<file path="config.mk">
export PLATFORM = sky130hd
export DESIGN_NAME = xyz_command_frame_parser
export DESIGN_NICKNAME = d
export VERILOG_FILES = /design/src/rtl/core/xyzp_pkg.sv /design/src/rtl/core/xyz_command_frame_parser.sv /design/src/rtl/core/xyzp_parse.sv /design/src/rtl/core/xyzp_out_reg.sv
export SDC_FILE = /design/constraint.sdc
export NUM_CORES = 1
export LEC_CHECK = 0
export ABC_AREA = 1
export BUFFER_PORTS_ARGS = -buffer_cell sky130_fd_sc_hd__buf_2
export CAP_MARGIN = 30
export CORE_MARGIN = 10
export CORE_UTILIZATION = 52
export CTS_CLUSTER_DIAMETER = 120
export DETAILED_ROUTE_END_ITERATION = 8
export HOLD_SLACK_MARGIN = 0.02
export MAX_ROUTING_LAYER = met4
export PLACE_DENSITY_LB_ADDON = 0.1
export REMOVE_ABC_BUFFERS = 1
export SETUP_SLACK_MARGIN = 0.05
export SLEW_MARGIN = 20
export SYNTH_ARGS = -nofsm -noshare
export SYNTH_HDL_FRONTEND = slang
export SYNTH_HIERARCHICAL = 1
export SYNTH_SLANG_ARGS = --single-unit
</file>
<file path="constraint.sdc">
create_clock -name clk -period 5.1 [get_ports clk]
set_clock_uncertainty 0.15 [all_clocks]
set_input_delay 1.02 -clock clk [delete_from_list [all_inputs] [get_ports clk]]
set_output_delay 1.02 -clock clk [all_outputs]
set_load 0.005 [all_outputs]
</file>
<file path="src/rtl/core/xyzp_pkg.sv">
// Shared types and character constants of the xyz command frame parser.
package xyzp_pkg;

  localparam int VALUE_WIDTH_DEF = 16;
  localparam int OUT_WIDTH       = 16;

  localparam logic [7:0] CH_X    = 8'h78;
  localparam logic [7:0] CH_Y    = 8'h79;
  localparam logic [7:0] CH_Z    = 8'h7A;
  localparam logic [7:0] CH_T    = 8'h54;
  localparam logic [7:0] CH_F    = 8'h46;
  localparam logic [7:0] CH_ZERO = 8'd48;
  localparam logic [7:0] CH_NINE = 8'd57;

  typedef enum logic [3:0] {
    PH_IDLE = 4'd0,
    PH_XCNT = 4'd1,
    PH_XDIG = 4'd2,
    PH_YTAG = 4'd3,
    PH_YCNT = 4'd4,
    PH_YDIG = 4'd5,
    PH_ZTAG = 4'd6,
    PH_ZVAL = 4'd7
  } phase_t;

  typedef struct packed {
    logic                        status;
    logic signed [OUT_WIDTH-1:0] x_value;
    logic signed [OUT_WIDTH-1:0] y_value;
    logic                        z_flag;
  } result_t;

endpackage

</file>
<file path="src/rtl/core/xyz_command_frame_parser.sv">
// Top level of the xyz command frame parser.
// Received bytes arrive one per transfer on the input channel (in_valid, in_ready,
// rx_byte). A frame reads x, count digit, digits, y, count digit, digits, z, then
// T or F. Only a T or F byte yields a result, one transfer on the output channel
// (out_valid, out_ready, status, x_value, y_value, z_flag); other bytes only move
// the parse state. An x byte restarts the frame from any position.
// An accepted byte is held in an input register and is parsed from there; a result
// is written into the result register and shown on the output ports from there.
// One byte is taken every cycle while no terminator byte waits for a busy result
// register; the parse state updates between the input and the result register.
// When the receiver stalls, the result stays in the result register and bytes
// that give no result still flow; a terminator byte waits in the input register
// until the result register is free, and only then is input accepted again.
// Reset empties both registers and returns the parser to idle with both values
// at zero.
module xyz_command_frame_parser #(
  parameter int VALUE_WIDTH = xyzp_pkg::VALUE_WIDTH_DEF
) (
  input  logic                                     clk,
  input  logic                                     rst,
  input  logic                                     in_valid,
  output logic                                     in_ready,
  input  logic [7:0]                               rx_byte,
  output logic                                     out_valid,
  input  logic                                     out_ready,
  output logic                                     status,
  output logic signed [xyzp_pkg::OUT_WIDTH-1:0]    x_value,
  output logic signed [xyzp_pkg::OUT_WIDTH-1:0]    y_value,
  output logic                                     z_flag
);
  import xyzp_pkg::*;

  logic       in_full;
  logic       in_full_next;
  logic [7:0] in_byte;
  logic       is_term;
  logic       advance;
  result_t    parse_result;
  result_t    out_data;

  assign advance  = in_full && (!is_term || !out_valid || out_ready);
  assign in_ready = !in_full || advance;

  always_comb begin
    if (in_valid && in_ready) begin
      in_full_next = 1'b1;
    end else if (advance) begin
      in_full_next = 1'b0;
    end else begin
      in_full_next = in_full;
    end
  end

  always_ff @(posedge clk) begin
    if (rst) begin
      in_full <= 1'b0;
    end else begin
      in_full <= in_full_next;
    end
  end

  always_ff @(posedge clk) begin
    if (in_valid && in_ready) begin
      in_byte <= rx_byte;
    end
  end

  xyzp_parse #(
    .VALUE_WIDTH(VALUE_WIDTH)
  ) u_parse (
    .clk    (clk),
    .rst    (rst),
    .step   (advance),
    .rx_byte(in_byte),
    .is_term(is_term),
    .result (parse_result)
  );

  xyzp_out_reg u_out (
    .clk      (clk),
    .rst      (rst),
    .load     (advance && is_term),
    .load_data(parse_result),
    .out_ready(out_ready),
    .out_valid(out_valid),
    .out_data (out_data)
  );

  assign status  = out_data.status;
  assign x_value = out_data.x_value;
  assign y_value = out_data.y_value;
  assign z_flag  = out_data.z_flag;

endmodule

</file>
<file path="src/rtl/core/xyzp_parse.sv">
// Frame state machine and value accumulators; builds the result of a terminator byte.
module xyzp_parse #(
  parameter int VALUE_WIDTH = xyzp_pkg::VALUE_WIDTH_DEF
) (
  input  logic              clk,
  input  logic              rst,
  input  logic              step,
  input  logic [7:0]        rx_byte,
  output logic              is_term,
  output xyzp_pkg::result_t result
);
  import xyzp_pkg::*;

  phase_t                 phase;
  phase_t                 phase_next;
  logic [3:0]             digits_left;
  logic [3:0]             digits_left_next;
  logic [VALUE_WIDTH-1:0] x_accum;
  logic [VALUE_WIDTH-1:0] x_accum_next;
  logic [VALUE_WIDTH-1:0] y_accum;
  logic [VALUE_WIDTH-1:0] y_accum_next;

  logic                   is_digit;
  logic [3:0]             digit_val;
  logic [VALUE_WIDTH-1:0] acc_sel;
  logic [VALUE_WIDTH-1:0] acc_mac;

  assign is_digit  = (rx_byte >= CH_ZERO) && (rx_byte <= CH_NINE);
  assign digit_val = 4'(rx_byte - CH_ZERO);
  assign acc_sel   = (phase == PH_XDIG) ? x_accum : y_accum;
  assign acc_mac   = (acc_sel << 3) + (acc_sel << 1) + VALUE_WIDTH'(digit_val);
  assign is_term   = (rx_byte == CH_T) || (rx_byte == CH_F);

  always_comb begin
    phase_next       = phase;
    digits_left_next = digits_left;
    x_accum_next     = x_accum;
    y_accum_next     = y_accum;
    if (rx_byte == CH_X) begin
      phase_next       = PH_XCNT;
      digits_left_next = '0;
      x_accum_next     = '0;
      y_accum_next     = '0;
    end else if (is_term) begin
      phase_next       = PH_IDLE;
      digits_left_next = '0;
    end else begin
      case (phase)
        PH_XCNT, PH_YCNT: begin
          if (!is_digit) begin
            phase_next = PH_IDLE;
          end else begin
            digits_left_next = digit_val;
            if (digit_val == 4'd0) begin
              phase_next = (phase == PH_XCNT) ? PH_YTAG : PH_ZTAG;
            end else begin
              phase_next = (phase == PH_XCNT) ? PH_XDIG : PH_YDIG;
            end
          end
        end
        PH_XDIG, PH_YDIG: begin
          if (!is_digit) begin
            phase_next       = PH_IDLE;
            digits_left_next = '0;
          end else begin
            if (phase == PH_XDIG) begin
              x_accum_next = acc_mac;
            end else begin
              y_accum_next = acc_mac;
            end
            digits_left_next = digits_left - 4'd1;
            if (digits_left == 4'd1) begin
              phase_next = (phase == PH_XDIG) ? PH_YTAG : PH_ZTAG;
            end
          end
        end
        PH_YTAG: begin
          phase_next = (rx_byte == CH_Y) ? PH_YCNT : PH_IDLE;
        end
        PH_ZTAG: begin
          phase_next = (rx_byte == CH_Z) ? PH_ZVAL : PH_IDLE;
        end
        default: begin
          phase_next = PH_IDLE;
        end
      endcase
    end
  end

  always_comb begin
    if (phase == PH_ZVAL) begin
      result.status  = 1'b0;
      result.x_value = signed'(OUT_WIDTH'(x_accum));
      result.y_value = signed'(OUT_WIDTH'(y_accum));
      result.z_flag  = (rx_byte == CH_T);
    end else begin
      result.status  = 1'b1;
      result.x_value = '0;
      result.y_value = '0;
      result.z_flag  = 1'b0;
    end
  end

  always_ff @(posedge clk) begin
    if (rst) begin
      phase       <= PH_IDLE;
      digits_left <= '0;
      x_accum     <= '0;
      y_accum     <= '0;
    end else if (step) begin
      phase       <= phase_next;
      digits_left <= digits_left_next;
      x_accum     <= x_accum_next;
      y_accum     <= y_accum_next;
    end
  end

endmodule

</file>
<file path="src/rtl/core/xyzp_out_reg.sv">
// Result register that holds one frame result until the receiver takes it.
module xyzp_out_reg (
  input  logic              clk,
  input  logic              rst,
  input  logic              load,
  input  xyzp_pkg::result_t load_data,
  input  logic              out_ready,
  output logic              out_valid,
  output xyzp_pkg::result_t out_data
);
  import xyzp_pkg::*;

  logic out_valid_next;

  always_comb begin
    if (load) begin
      out_valid_next = 1'b1;
    end else if (out_ready) begin
      out_valid_next = 1'b0;
    end else begin
      out_valid_next = out_valid;
    end
  end

  always_ff @(posedge clk) begin
    if (rst) begin
      out_valid <= 1'b0;
    end else begin
      out_valid <= out_valid_next;
    end
  end

  always_ff @(posedge clk) begin
    if (load) begin
      out_data <= load_data;
    end
  end

endmodule

</file>
==> impl_metrics.sql, run 1 <==
INSERT INTO impl_metrics (metric_group, metric, value, unit) VALUES
('status', 'outcome', 'completed', ''),
('cells_and_area', 'synthToLayoutAreaGrowth', '11.23', '%'),
('yosys', 'async_reset_ff_share', '0', '%'),
('sta', 'report.final.slew_viol_count', '0', ''),
('pwr', 'power_density', '245.2', 'mW/mm^2'),
('yosys', 'netlist.top_cell.by_area', 'sky130_fd_sc_hd__edfxtp_1', ''),
('pwr', 'cellInternalPower', '0.9313', 'mW'),
('critical_path', 'launching_element_type_of_the_critical_path', 'flop', ''),
('global_route', 'antenna_violations_before_repair', '0', ''),
('route', 'finalWirelength', '10230', 'um'),
('yosys', 'yosys.cell_types.count', '41', ''),
('sta', 'min_period', '3.444', 'ns'),
('place', 'gp_routability_congestion', '0.8863', ''),
('yosys', 'yosysSeqAreaShare', '46.25', '%'),
('route', 'drc', '0', ''),
('clock_tree', 'post_cts_resize_count', '0', ''),
('clock_tree', 'post_cts_buffers', '0', ''),
('global_route', 'grt_pass1_wl', '17080', 'um'),
('route', 'route.vias.total', '3635', ''),
('run', 'maxCapViolCount', '0', ''),
('clock_tree', 'h-tree-depth', '3', ''),
('cells_and_area', 'stdcell_area', '0.005007', 'mm^2'),
('critical_path', 'wp_data_required', '5.19', 'ns'),
('floorplan', 'ioPinCount', '48', ''),
('pwr', 'pwr-share-seq', '57.9', '%'),
('place', 'placedInstanceArea', '0.004798', 'mm^2'),
('pwr', 'p_leak', '2.248', 'nW'),
('global_route', 'grt_ovf', '0', ''),
('clock_tree', 'cts-root-buf', 'sky130_fd_sc_hd__clkbuf_8', ''),
('sta', 'slew_headroom', '49.54', '%'),
('sta', 'unrepaired_setup_endpoints_after_global_routing', 'no', ''),
('yosys', 'postSynthCellCount', '546', ''),
('floorplan', 'die_area', '0.01278', 'mm^2'),
('route', 'wl_per_cell', '14.59', 'um'),
('critical_path', 'timing.critical_path.arrival', '3.54', 'ns'),
('yosys', 'synth_commonest_cells', 'sky130_fd_sc_hd__nand2_1, sky130_fd_sc_hd__nor2_1, sky130_fd_sc_hd__inv_1', ''),
('route', 'detail-route-antenna-nets', '0', ''),
('clock_tree', 'cts_hold_buffers', '0', ''),
('yosys', 'ys_ff_latch', '83', ''),
('cells_and_area', 'layout.nets', '634', ''),
('yosys', 'synth_largest_type_area_fraction', '28.02', '%'),
('sta', 'tightest_slew', '0.7548', 'ns'),
('sta', 'timing.final.setup_violations', '0', ''),
('floorplan', 'floorplan.rows', '33', ''),
('global_route', 'track_usage', '16.69', '%'),
('yosys', 'synth_edf_count', '42', ''),
('pwr', 'totalPowerFinal', '1.228', 'mW'),
('place', 'post-dp-hpwl', '7508', 'um'),
('floorplan', 'floorplan.die.width', '113.0', 'um'),
('route', 'drt_pass1_iterations', '5', ''),
('yosys', 'synth_area_leaders', 'sky130_fd_sc_hd__edfxtp_1, sky130_fd_sc_hd__dfxtp_1, sky130_fd_sc_hd__ha_1, sky130_fd_sc_hd__nand2_1, sky130_fd_sc_hd__nor2_1', ''),
('place', 'port_buffers', '47', ''),
('clock_tree', 'cts_sinks', '83', ''),
('floorplan', 'floorplan.core_area', '0.008341', 'mm^2'),
('yosys', 'synth_most_common_cell', 'sky130_fd_sc_hd__nand2_1', ''),
('pwr', 'ir_drop', '0.1333', 'mV'),
('route', 'avgViaCountPerCell', '5.185', ''),
('yosys', 'post_synth_instance_area', '0.004502', 'mm^2'),
('cells_and_area', 'drive_gt1_share', '16.61', '%'),
('cells_and_area', 'fill_cells', '741', ''),
('sta', 'timing.final.crit_share', '67.53', '%'),
('floorplan', 'die_h', '113.0', 'um'),
('sta', 'achievable-frequency', '0.2904', 'GHz'),
('global_route', 'grt_max_degree', '36', ''),
('sta', 'setup_total_negative_slack', '0', 'ns'),
('critical_path', 'worstPathMaxFanout', '33', ''),
('yosys', 'synth-main-ff-cell', 'sky130_fd_sc_hd__edfxtp_1', ''),
('cells_and_area', 'antenna-diode-count', '0', ''),
('critical_path', 'critical_path_type', 'reg2reg', ''),
('clock_tree', 'clkLatencyLatePin', '0.37', 'ns'),
('global_route', 'grt_pass1_vias', '3580', '');
-- routing by layer --
layer | GRT usage, % | part of all wire (%)
met4 | 4.822 | 0.83
met5 | - | 0
met2 | 26.92 | 48
met1 | 20.17 | 47
met3 | 4.279 | 4.4
-- worst paths after layout --
check	end	start	slack (ns)	cells after the start
worst max register to register	u_parse/x_accum[8]	u_parse/phase[1]	1.66	11
worst min register to register	u_parse/y_accum[5]	u_parse/y_accum[5]	0.33	2
worst max-delay path	u_parse/x_accum[8]	u_parse/phase[1]	1.66	11
worst min-delay path	u_parse/y_accum[5]	u_parse/y_accum[5]	0.33	2
-- critical path: stages (launching register included) --
cell,delay [ns]
sky130_fd_sc_hd__dfxtp_1,0.49
sky130_fd_sc_hd__nand3_4,0.36
sky130_fd_sc_hd__o21ai_0,0.44
sky130_fd_sc_hd__fa_1,0.53
sky130_fd_sc_hd__fa_1,0.47
sky130_fd_sc_hd__nand3_1,0.10
sky130_fd_sc_hd__nand3_1,0.15
sky130_fd_sc_hd__nand3_1,0.11
sky130_fd_sc_hd__nand2_1,0.08
sky130_fd_sc_hd__or2_2,0.28
sky130_fd_sc_hd__nand3_1,0.09
sky130_fd_sc_hd__a21oi_1,0.08
-- power by group through the flow --
stage / clock network (mW) / logic (mW) / registers (mW)
finish: 0.464 / 0.0525 / 0.711
CTS: 0.475 / 0.0508 / 0.711
detailed placement: 0 / 0.0503 / 0.726
floorplan: 0 / 0.0359 / 0.724
global route: 0.507 / 0.0592 / 0.712
global placement: 0 / 0.0494 / 0.726
-- registers in the layout, summed over array words and instances (netlist names) --
signal               cells
in_byte                  8
in_full                  1
u_out/out_data          34
u_out/out_valid          1
u_parse/digits_left      4
u_parse/phase            3
u_parse/x_accum         16
u_parse/y_accum         16
-- layout make-up --
class	instances	area [um^2]	share of cell area, %
tap	105	131.4	2.624
multi-input combinational	367	2034	40.63
clock inverter	6	45.04	0.8996
clock buffer	10	148.9	2.974
sequential	83	2082	41.58
timing repair buffer	50	265.3	5.297
inverter	80	300.3	5.997
-- cell usage in the layout, fill, tap and decap left out, types with 3 or more instances in the layout --
master and n:
sky130_fd_sc_hd__edfxtp_1 42, sky130_fd_sc_hd__o21ai_1 17, sky130_fd_sc_hd__o22ai_1 3, sky130_fd_sc_hd__a31oi_1 3, sky130_fd_sc_hd__dfxtp_1 41, sky130_fd_sc_hd__o21ai_0 35, sky130_fd_sc_hd__ha_1 29, sky130_fd_sc_hd__buf_2 47
sky130_fd_sc_hd__clkbuf_8 9, sky130_fd_sc_hd__nand2_2 3, sky130_fd_sc_hd__or2_2 3, sky130_fd_sc_hd__nand4_1 4, sky130_fd_sc_hd__nor2_2 3, sky130_fd_sc_hd__inv_6 3, sky130_fd_sc_hd__a21oi_1 41, sky130_fd_sc_hd__nor3_1 4
sky130_fd_sc_hd__nand3_1 31, sky130_fd_sc_hd__nor2_1 69, sky130_fd_sc_hd__inv_2 11, sky130_fd_sc_hd__nand3_2 3, sky130_fd_sc_hd__inv_1 68, sky130_fd_sc_hd__o21bai_1 3, sky130_fd_sc_hd__nand2_1 94
-- kinds of logic after synthesis --
family,synth area share [%]
compound gates,13.54
xor+xnor,0.3892
fa+ha+maj,8.949
buf+inv,8.838
flops,46.25
simple gates,22.04
-- through the flow --
| step | util, % | cells | worst slack [ns] |
|---|---|---|---|
| final | 60.04 | 701 | 1.656 |
| after global placement | 57.53 | 684 | 1.745 |
| after global routing | 60.04 | 701 | 1.356 |
| after CTS | 59.86 | 700 | 1.635 |
| after detailed placement | 57.53 | 684 | 1.643 |
| after floorplan | - | 530 | 0.8231 |
Note: power is estimated with default switching activity, not from simulation.
==> run 2, diff against run 1 <==
==> constraint.sdc (replaced) <==
create_clock -name clk -period 3.4 [get_ports clk]
set_clock_uncertainty 0.15 [all_clocks]
set_input_delay 0.68 -clock clk [delete_from_list [all_inputs] [get_ports clk]]
set_output_delay 0.68 -clock clk [all_outputs]
set_load 0.005 [all_outputs]
==> run 2 against run 1 <==
- combinational power rose by 52%
- design area up 1.5%
- clock power increased by 61%
- wire length grew 1.5%
- critical path depth grew 6
- highest routed layer unchanged
- die area is the same
- largest cell class unchanged
- global-route usage grew 0.11 points
- sequential power rose by 50%
- worst setup slack got worse by 1.4 ns
==> impl_metrics.sql, run 2 (synthesis results as in run 1) <==
INSERT INTO impl_metrics (metric_group, metric, value, unit) VALUES
('place', 'post-dp-hpwl', '7889', 'um'),
('route', 'route.vias.total', '3700', ''),
('critical_path', 'crit_path_cell_trace', 'inv_2 -> nand3_4 -> buf_4 -> nand2_1 -> o21ai_0 -> ha_1 -> ha_1 -> fa_1 -> nand3_1 -> nand3_2 -> nand2_1 -> nand2_1 -> nand2_1 -> nand2_1 -> nand2_1 -> nand3_1 -> a21oi_1', ''),
('cells_and_area', 'synthToLayoutAreaGrowth', '12.87', '%'),
('place', 'placedInstanceArea', '0.004836', 'mm^2'),
('critical_path', 'path_delay_family', 'adder cells', ''),
('sta', 'hold_ws', '0.3278', 'ns'),
('sta', 'timing.final.crit_share', '91.04', '%'),
('floorplan', 'start_util', '53.98', '%'),
('route', 'avgViaCountPerCell', '5.233', ''),
('clock_tree', 'clkLatencyLatePin', '0.36', 'ns'),
('clock_tree', 'h-tree-depth', '3', ''),
('critical_path', 'critical_path_type', 'reg2reg', ''),
('cells_and_area', 'fill_cells', '794', ''),
('place', 'gp_routability_congestion', '0.9253', ''),
('pwr', 'p_leak', '2.293', 'nW'),
('clock_tree', 'cts-root-buf', 'sky130_fd_sc_hd__clkbuf_8', ''),
('floorplan', 'floorplan.core_area', '0.008341', 'mm^2'),
('sta', 'achievable-frequency', '0.3231', 'GHz'),
('critical_path', 'critical_path.endpoint_type', 'flop', ''),
('pwr', 'power_density', '372.3', 'mW/mm^2'),
('critical_path', 'cp_common_cell', 'sky130_fd_sc_hd__nand2_1', ''),
('route', 'drt_pass1_iterations', '5', ''),
('clock_tree', 'cts_max_path_buffers', '2', ''),
('clock_tree', 'cts_tree', 'done', ''),
('cells_and_area', 'stdcell_area', '0.005081', 'mm^2'),
('global_route', 'grt_max_degree', '36', ''),
('cells_and_area', 'multi_input_area', '0.002048', 'mm^2'),
('cells_and_area', 'drive_gt1_share', '18.60', '%'),
('floorplan', 'floorplan.die.width', '113.0', 'um'),
('critical_path', 'critical_path.n_buffers_inverters', '2', ''),
('cells_and_area', 'seq_area', '0.002086', 'mm^2'),
('global_route', 'grt_pass1_vias', '3563', ''),
('sta', 'unrepaired_setup_endpoints_after_global_routing', 'no', ''),
('floorplan', 'floorplan.rows', '33', ''),
('route', 'detail-route-antenna-nets', '0', ''),
('worst_hold_path', 'worst_hold_path_type', 'reg2reg', ''),
('critical_path', 'wp_data_required', '3.54', 'ns'),
('floorplan', 'die_area', '0.01278', 'mm^2'),
('cells_and_area', 'biggestRegsByFlops', 'u_out/out_data: 34 flops, u_parse/x_accum: 16 flops, u_parse/y_accum: 16 flops', ''),
('cells_and_area', 'top_register', 'u_out/out_data', ''),
('place', 'port_buffers', '47', ''),
('sta', 'report.final.slew_viol_count', '0', ''),
('cells_and_area', 'layout_common_cells', 'sky130_fd_sc_hd__nand2_1, sky130_fd_sc_hd__nor2_1, sky130_fd_sc_hd__inv_1', ''),
('cells_and_area', 'antenna-diode-count', '0', ''),
('cells_and_area', 'finish.cell_count_without_fillers', '707', ''),
('sta', 'min_period', '3.095', 'ns'),
('floorplan', 'die_h', '113.0', 'um'),
('global_route', 'grt_ovf', '0', ''),
('pwr', 'ir_drop', '0.2302', 'mV'),
('cells_and_area', 'largest_register_ffs', '34', ''),
('global_route', 'grt_pass1_wl', '17350', 'um'),
('global_route', 'antenna_violations_before_repair', '0', ''),
('critical_path', 'worst_path_largest_cell_delay', '0.41', 'ns'),
('cells_and_area', 'layout.nets', '640', ''),
('place', 'numPlacedInstances', '689', ''),
('run', 'maxCapViolCount', '0', ''),
('critical_path', 'launching_element_type_of_the_critical_path', 'flop', ''),
('clock_tree', 'cts_inserted_buffers', '9', ''),
('sta', 'slew_headroom', '60.21', '%'),
('route', 'finalWirelength', '10380', 'um'),
('clock_tree', 'cts_hold_buffers', '0', ''),
('clock_tree', 'path_clk_slew', '0.09', 'ns'),
('floorplan', 'ioPinCount', '48', ''),
('critical_path', 'timing.critical_path.arrival', '3.24', 'ns'),
('status', 'outcome', 'completed', ''),
('cells_and_area', 'most_common_cell_after_layout_fill_and_taps_aside', 'sky130_fd_sc_hd__nand2_1', ''),
('route', 'first_iter_violations', '154', ''),
('sta', 'timing_hold_violations_final', '0', ''),
('critical_path', 'worstPathMaxFanout', '13', ''),
('route', 'drc', '0', ''),
('global_route', 'track_usage', '16.80', '%'),
('clock_tree', 'cts_sinks', '83', ''),
('sta', 'timing.final.setup_violations', '0', ''),
('route', 'wl_per_cell', '14.68', 'um'),
('critical_path', 'slowest_stage', 'sky130_fd_sc_hd__fa_1', ''),
('sta', 'tightest_slew', '0.5952', 'ns');
run 2: cell count changes in the layout (fill, tap and decap cells not counted), moves of 2 or more:
cell / before / now
sky130_fd_sc_hd__buf_4: 2 / 8
sky130_fd_sc_hd__clkinv_4: 0 / 2
sky130_fd_sc_hd__dfxtp_1: 41 / 38
sky130_fd_sc_hd__dfxtp_2: 0 / 3
sky130_fd_sc_hd__nand3_1: 31 / 29
sky130_fd_sc_hd__nand3_2: 3 / 5
run 2: stage by stage:
| stage | power, mW | setup TNS [ns] | worst slack (ns) | util (%) |
|---|---|---|---|---|
| 6_report | 1.892 | 0 | 0.3047 | 60.92 |
| 5_1_grt | 1.970 | 0 | 0.04693 | 60.92 |
| 4_1_cts | 1.910 | 0 | 0.09954 | 60.44 |
| 3_5_place_dp | 1.166 | 0 | 0.1263 | 57.98 |
| 3_3_place_gp | 1.165 | 0 | 0.2707 | 57.98 |
| 2_1_floorplan | 1.140 | -27.59 | -0.8024 | - |
run 2: final timing paths:
kind / startpoint / end / slack [ns] / depth (start not counted)
min reg2reg: u_parse/y_accum[5] / u_parse/y_accum[5] / 0.33 / 2
max: u_parse/phase[2] / u_parse/x_accum[14] / 0.30 / 17
min: u_parse/y_accum[5] / u_parse/y_accum[5] / 0.33 / 2
max reg2reg: u_parse/phase[2] / u_parse/x_accum[14] / 0.30 / 17
run 2: where the power goes:
| part | switching, mW | internal [mW] | total [mW] |
|---|---|---|---|
| logic | 0.0515 | 0.0285 | 0.0800 |
| clock network | 0.395 | 0.350 | 0.745 |
| registers | 0.0119 | 1.05 | 1.07 |
run 2: what timing repair did:
action	CTS	global route
setup endpoints to repair	0	15
gates resized for setup	0	7
setup buffers	0	1
run 2: layout make-up:
class | count | share of cell area [%]
inverter | 80 | 5.910
tap | 105 | 2.586
multi-input combinational | 367 | 40.31
sequential | 83 | 41.05
timing repair buffer | 56 | 6.107
clock inverter | 7 | 1.601
clock buffer | 9 | 2.438
run 2: metal layers:
layer,vias to the layer above,track usage [%],routed length (um)
met2,63,27.23,5190
met3,6,3.909,461
met4,0,4.146,63
met5,-,-,0
li1,1915,-,-
met1,1716,20.71,4666
run 2: worst reg2reg max path, stage by stage (launching register included):
cell and delay, ns:
sky130_fd_sc_hd__dfxtp_2 0.37, sky130_fd_sc_hd__inv_2 0.11, sky130_fd_sc_hd__nand3_4 0.13, sky130_fd_sc_hd__buf_4 0.21, sky130_fd_sc_hd__nand2_1 0.05, sky130_fd_sc_hd__o21ai_0 0.13, sky130_fd_sc_hd__ha_1 0.32, sky130_fd_sc_hd__ha_1 0.24
sky130_fd_sc_hd__fa_1 0.41, sky130_fd_sc_hd__nand3_1 0.12, sky130_fd_sc_hd__nand3_2 0.11, sky130_fd_sc_hd__nand2_1 0.08, sky130_fd_sc_hd__nand2_1 0.07, sky130_fd_sc_hd__nand2_1 0.11, sky130_fd_sc_hd__nand2_1 0.07, sky130_fd_sc_hd__nand2_1 0.07
sky130_fd_sc_hd__nand3_1 0.12, sky130_fd_sc_hd__a21oi_1 0.16
==> run 3, diff against run 2 <==
--- a/config.mk
+++ b/config.mk
@@ -5,11 +5,11 @@
 export SDC_FILE = /design/constraint.sdc
 export NUM_CORES = 1
 export LEC_CHECK = 0
-export ABC_AREA = 1
+export ABC_AREA = 0
 export BUFFER_PORTS_ARGS = -buffer_cell sky130_fd_sc_hd__buf_2
 export CAP_MARGIN = 30
 export CORE_MARGIN = 10
-export CORE_UTILIZATION = 52
+export CORE_UTILIZATION = 35
 export CTS_CLUSTER_DIAMETER = 120
 export DETAILED_ROUTE_END_ITERATION = 8
 export HOLD_SLACK_MARGIN = 0.02
==> run 3 against run 2 <==
- clock power is 27% higher
- sequential share of layout area shrank 3.0 points
- via count is 2.9% lower
- first-iteration DRC count is 1.9% higher
- design area rose by 7.9%
- non-clock buffer count up 32
- highest routed layer unchanged
==> impl_metrics.sql, run 3 <==
INSERT INTO impl_metrics (metric_group, metric, value, unit) VALUES
('clock_tree', 'cts-root-buf', 'sky130_fd_sc_hd__clkbuf_16', ''),
('worst_hold_path', 'worst_hold_path_type', 'reg2reg', ''),
('global_route', 'grt.met2_usage', '22.19', '%'),
('place', 'port_buffers', '47', ''),
('global_route', 'global_route.usage.met1', '14.87', '%'),
('pwr', 'ir_drop', '0.2656', 'mV'),
('clock_tree', 'path_clk_slew', '0.06', 'ns'),
('global_route', 'grt_ovf', '0', ''),
('yosys', 'yosysWarnings', '6', ''),
('floorplan', 'die_area', '0.01758', 'mm^2'),
('floorplan', 'floorplan.core_area', '0.01252', 'mm^2'),
('sta', 'slew_headroom', '43.12', '%'),
('clock_tree', 'cts_hold_buffers', '0', ''),
('critical_path', 'critical_path.endpoint_type', 'flop', ''),
('route', 'wl_per_cell', '15.52', 'um'),
('global_route', 'grt_pass1_vias', '3672', ''),
('cells_and_area', 'largest_register_ffs', '34', ''),
('global_route', 'gr-usage-met3', '3.520', '%'),
('global_route', 'grt_max_degree', '34', ''),
('critical_path', 'regToRegStartpoint', 'u_parse/phase[0]', ''),
('yosys', 'synth-main-ff-cell', 'sky130_fd_sc_hd__edfxtp_1', ''),
('yosys', 'postSynthCellCount', '468', ''),
('global_route', 'grt.busiest_layer', 'met2', ''),
('pwr', 'clock_power_share', '44.7', '%'),
('sta', 'min_period', '3.189', 'ns'),
('clock_tree', 'clkLatencyLatePin', '0.35', 'ns'),
('place', 'dp_worst_setup_slack', '-0.01195', 'ns'),
('cells_and_area', 'stdcell_area', '0.005480', 'mm^2'),
('yosys', 'post_synth_instance_area', '0.004436', 'mm^2'),
('critical_path', 'timing.critical_path.arrival', '3.32', 'ns'),
('sta', 'timing.final.ws_setup', '0.2109', 'ns'),
('sta', 'timing.final.setup_violations', '0', ''),
('cells_and_area', 'finish.cell_count_without_fillers', '722', ''),
('critical_path', 'rr_worst_depth', '13', ''),
('yosys', 'synth_area_leaders', 'sky130_fd_sc_hd__edfxtp_1, sky130_fd_sc_hd__dfxtp_1, sky130_fd_sc_hd__ha_1, sky130_fd_sc_hd__nand2_1, sky130_fd_sc_hd__and2_1', ''),
('cells_and_area', 'layout.nets', '588', ''),
('run', 'maxCapViolCount', '0', ''),
('route', 'route.vias.total', '3592', ''),
('sta', 'hold_ws', '0.2983', 'ns'),
('yosys', 'ys_ff_latch', '83', ''),
('yosys', 'synth_most_common_cell', 'sky130_fd_sc_hd__nand2_1', ''),
('cells_and_area', 'most_common_cell_after_layout_fill_and_taps_aside', 'sky130_fd_sc_hd__nand2_1', ''),
('cells_and_area', 'antenna-diode-count', '0', ''),
('clock_tree', 'cts_inserted_buffers', '9', ''),
('cells_and_area', 'biggestRegsByFlops', 'u_out/out_data: 34 flops, u_parse/x_accum: 16 flops, u_parse/y_accum: 16 flops', ''),
('critical_path', 'critPathCapture', 'u_parse/x_accum[8]', ''),
('critical_path', 'worst_flop_to_flop_path_endpoint', 'u_parse/x_accum[8]', ''),
('cells_and_area', 'top_register', 'u_out/out_data', ''),
('sta', 'report.final.slew_viol_count', '0', ''),
('clock_tree', 'cts_max_path_buffers', '2', ''),
('critical_path', 'ff2ff_setup_slack', '0.21', 'ns'),
('clock_tree', 'h-tree-depth', '3', ''),
('pwr', 'power_density', '385.9', 'mW/mm^2'),
('yosys', 'synth_edf_count', '42', ''),
('place', 'placedInstanceArea', '0.005119', 'mm^2'),
('route', 'finalWirelength', '11210', 'um'),
('clock_tree', 'cts_tree', 'done', ''),
('route', 'drt_pass1_iterations', '4', ''),
('cells_and_area', 'drive_gt1_share', '22.91', '%'),
('floorplan', 'floorplan.die.width', '132.6', 'um'),
('yosys', 'synth_commonest_cells', 'sky130_fd_sc_hd__nand2_1, sky130_fd_sc_hd__edfxtp_1, sky130_fd_sc_hd__dfxtp_1', ''),
('place', 'gp_routability_congestion', '0.8795', ''),
('global_route', 'track_usage', '13.53', '%'),
('cells_and_area', 'synthToLayoutAreaGrowth', '23.55', '%'),
('yosys', 'netlist.top_cell.by_area', 'sky130_fd_sc_hd__edfxtp_1', ''),
('sta', 'achievable-frequency', '0.3136', 'GHz'),
('critical_path', 'worstPathMaxFanout', '7', ''),
('yosys', 'postSynthAreaPerCell', '9.478', 'um^2'),
('pwr', 'combPwrFrac', '4.7', '%'),
('clock_tree', 'cts_sinks', '83', ''),
('yosys', 'yosys.cell_types.count', '59', ''),
('floorplan', 'start_util', '35.44', '%'),
('cells_and_area', 'layout_common_cells', 'sky130_fd_sc_hd__nand2_1, sky130_fd_sc_hd__buf_2, sky130_fd_sc_hd__edfxtp_1', ''),
('sta', 'timing.final.crit_share', '93.80', '%'),
('critical_path', 'launching_element_type_of_the_critical_path', 'flop', ''),
('route', 'drc', '0', ''),
('pwr', 'p_leak', '2.241', 'nW'),
('route', 'avgViaCountPerCell', '4.975', ''),
('place', 'numPlacedInstances', '705', ''),
('sta', 'timing_hold_violations_final', '0', ''),
('floorplan', 'floorplan.rows', '41', ''),
('critical_path', 'crit_path_start', 'u_parse/phase[0]', ''),
('sta', 'unrepaired_setup_endpoints_after_global_routing', 'yes', ''),
('sta', 'tightest_slew', '0.8487', 'ns'),
('pwr', 'power.share.switching', '21.26', '%'),
('route', 'detail-route-antenna-nets', '0', ''),
('global_route', 'antenna_violations_before_repair', '0', ''),
('pwr', 'cellInternalPower', '1.665', 'mW'),
('floorplan', 'ioPinCount', '48', ''),
('status', 'outcome', 'completed', ''),
('critical_path', 'wp_data_required', '3.53', 'ns'),
('yosys', 'yosysSeqAreaShare', '46.94', '%'),
('pwr', 'pwr-share-seq', '50.6', '%'),
('floorplan', 'die_h', '132.6', 'um'),
('yosys', 'async_reset_ff_share', '0', '%'),
('global_route', 'grt_pass1_wl', '18690', 'um'),
('pwr', 'p_switching', '0.4496', 'mW'),
('place', 'post-dp-hpwl', '8449', 'um'),
('route', 'first_iter_violations', '157', ''),
('yosys', 'synth_largest_type_area_fraction', '28.43', '%'),
('critical_path', 'critical_path_type', 'reg2reg', '');
[run 3: metrics by stage]
| stage | util [%] | total power [mW] | TNS, ns |
|---|---|---|---|
| 3_5_place_dp | 40.89 | 1.190 | -0.01195 |
| 4_1_cts | 43.22 | 2.146 | 0 |
| 6_report | 43.78 | 2.115 | 0 |
| 2_1_floorplan | - | 1.136 | -4.868 |
| 3_3_place_gp | 40.89 | 1.188 | 0 |
| 5_1_grt | 43.78 | 2.202 | 0 |
[run 3: layer usage]
metal	routed length, um	vias to the layer above
li1	-	1825
met1	4945	1693
met2	5507	52
met3	437	22
met4	316	0
met5	0	-
[run 3: logic make-up (layout without fill, tap and decap cells)]
logic type / after synthesis / count (layout) / synth area share [%]
and+or+nand+nor: 208 / 208 / 24.01
AOI/OAI and AO/OA: 93 / 93 / 13.31
DFF: 83 / 83 / 46.94
buffers and inverters: 36 / 118 / 3.272
adders and majority gates: 32 / 32 / 9.309
xor gates and xnor gates: 16 / 16 / 3.160
[run 3: area by class of cell]
type	instances	area (um^2)
repair buffers	88	559.3
multi-input cells	349	2288
clock buffers	13	240.2
inverters	14	52.55
flip-flops and latches	83	2085
clock inverters	3	40.04
well taps	172	215.2
fillers	1266	7037
[run 3: critical path, stage by stage (launching register included)]
cell	delay, ns
sky130_fd_sc_hd__dfxtp_2	0.35
sky130_fd_sc_hd__nor3b_4	0.35
sky130_fd_sc_hd__nand2_1	0.09
sky130_fd_sc_hd__nand2_1	0.12
sky130_fd_sc_hd__fa_1	0.45
sky130_fd_sc_hd__buf_4	0.16
sky130_fd_sc_hd__fa_1	0.46
sky130_fd_sc_hd__a21oi_2	0.16
sky130_fd_sc_hd__buf_4	0.13
sky130_fd_sc_hd__o21ai_0	0.10
sky130_fd_sc_hd__a21oi_1	0.18
sky130_fd_sc_hd__xnor2_1	0.16
sky130_fd_sc_hd__nand3_1	0.10
sky130_fd_sc_hd__a21oi_1	0.16
[run 3: how the worst min path moves through the flow]
| stage | start | to | slack [ns] | depth (start not counted) |
|---|---|---|---|---|
| after global routing | u_parse/x_accum[10] | u_parse/x_accum[10] | 0.34 | 2 |
| after detailed placement | u_parse/y_accum[15] | u_parse/y_accum[15] | 0.29 | 2 |
| after floorplan | u_parse/y_accum[15] | u_parse/y_accum[15] | 0.27 | 2 |
| after CTS | u_parse/y_accum[15] | u_parse/y_accum[15] | 0.30 | 2 |
| after global placement | u_parse/y_accum[15] | u_parse/y_accum[15] | 0.29 | 2 |
| final | u_parse/y_accum[15] | u_parse/y_accum[15] | 0.30 | 2 |
[run 3: what timing repair did]
item | in CTS | in global routing
setup buffers | 0 | 1
pin swaps | 0 | 7
endpoints found under the setup margin | 4 | 13
gates resized for setup | 3 | 17
[run 3: power by group through the flow]
stage                     logic (mW)  clock network [mW]  registers (mW)
after CTS                     0.0979               0.978            1.07
after global placement        0.0964                   0            1.09
after floorplan               0.0460                   0            1.09
final                         0.0995               0.945            1.07
after detailed placement      0.0977                   0            1.09
after global routing           0.112                1.02            1.07
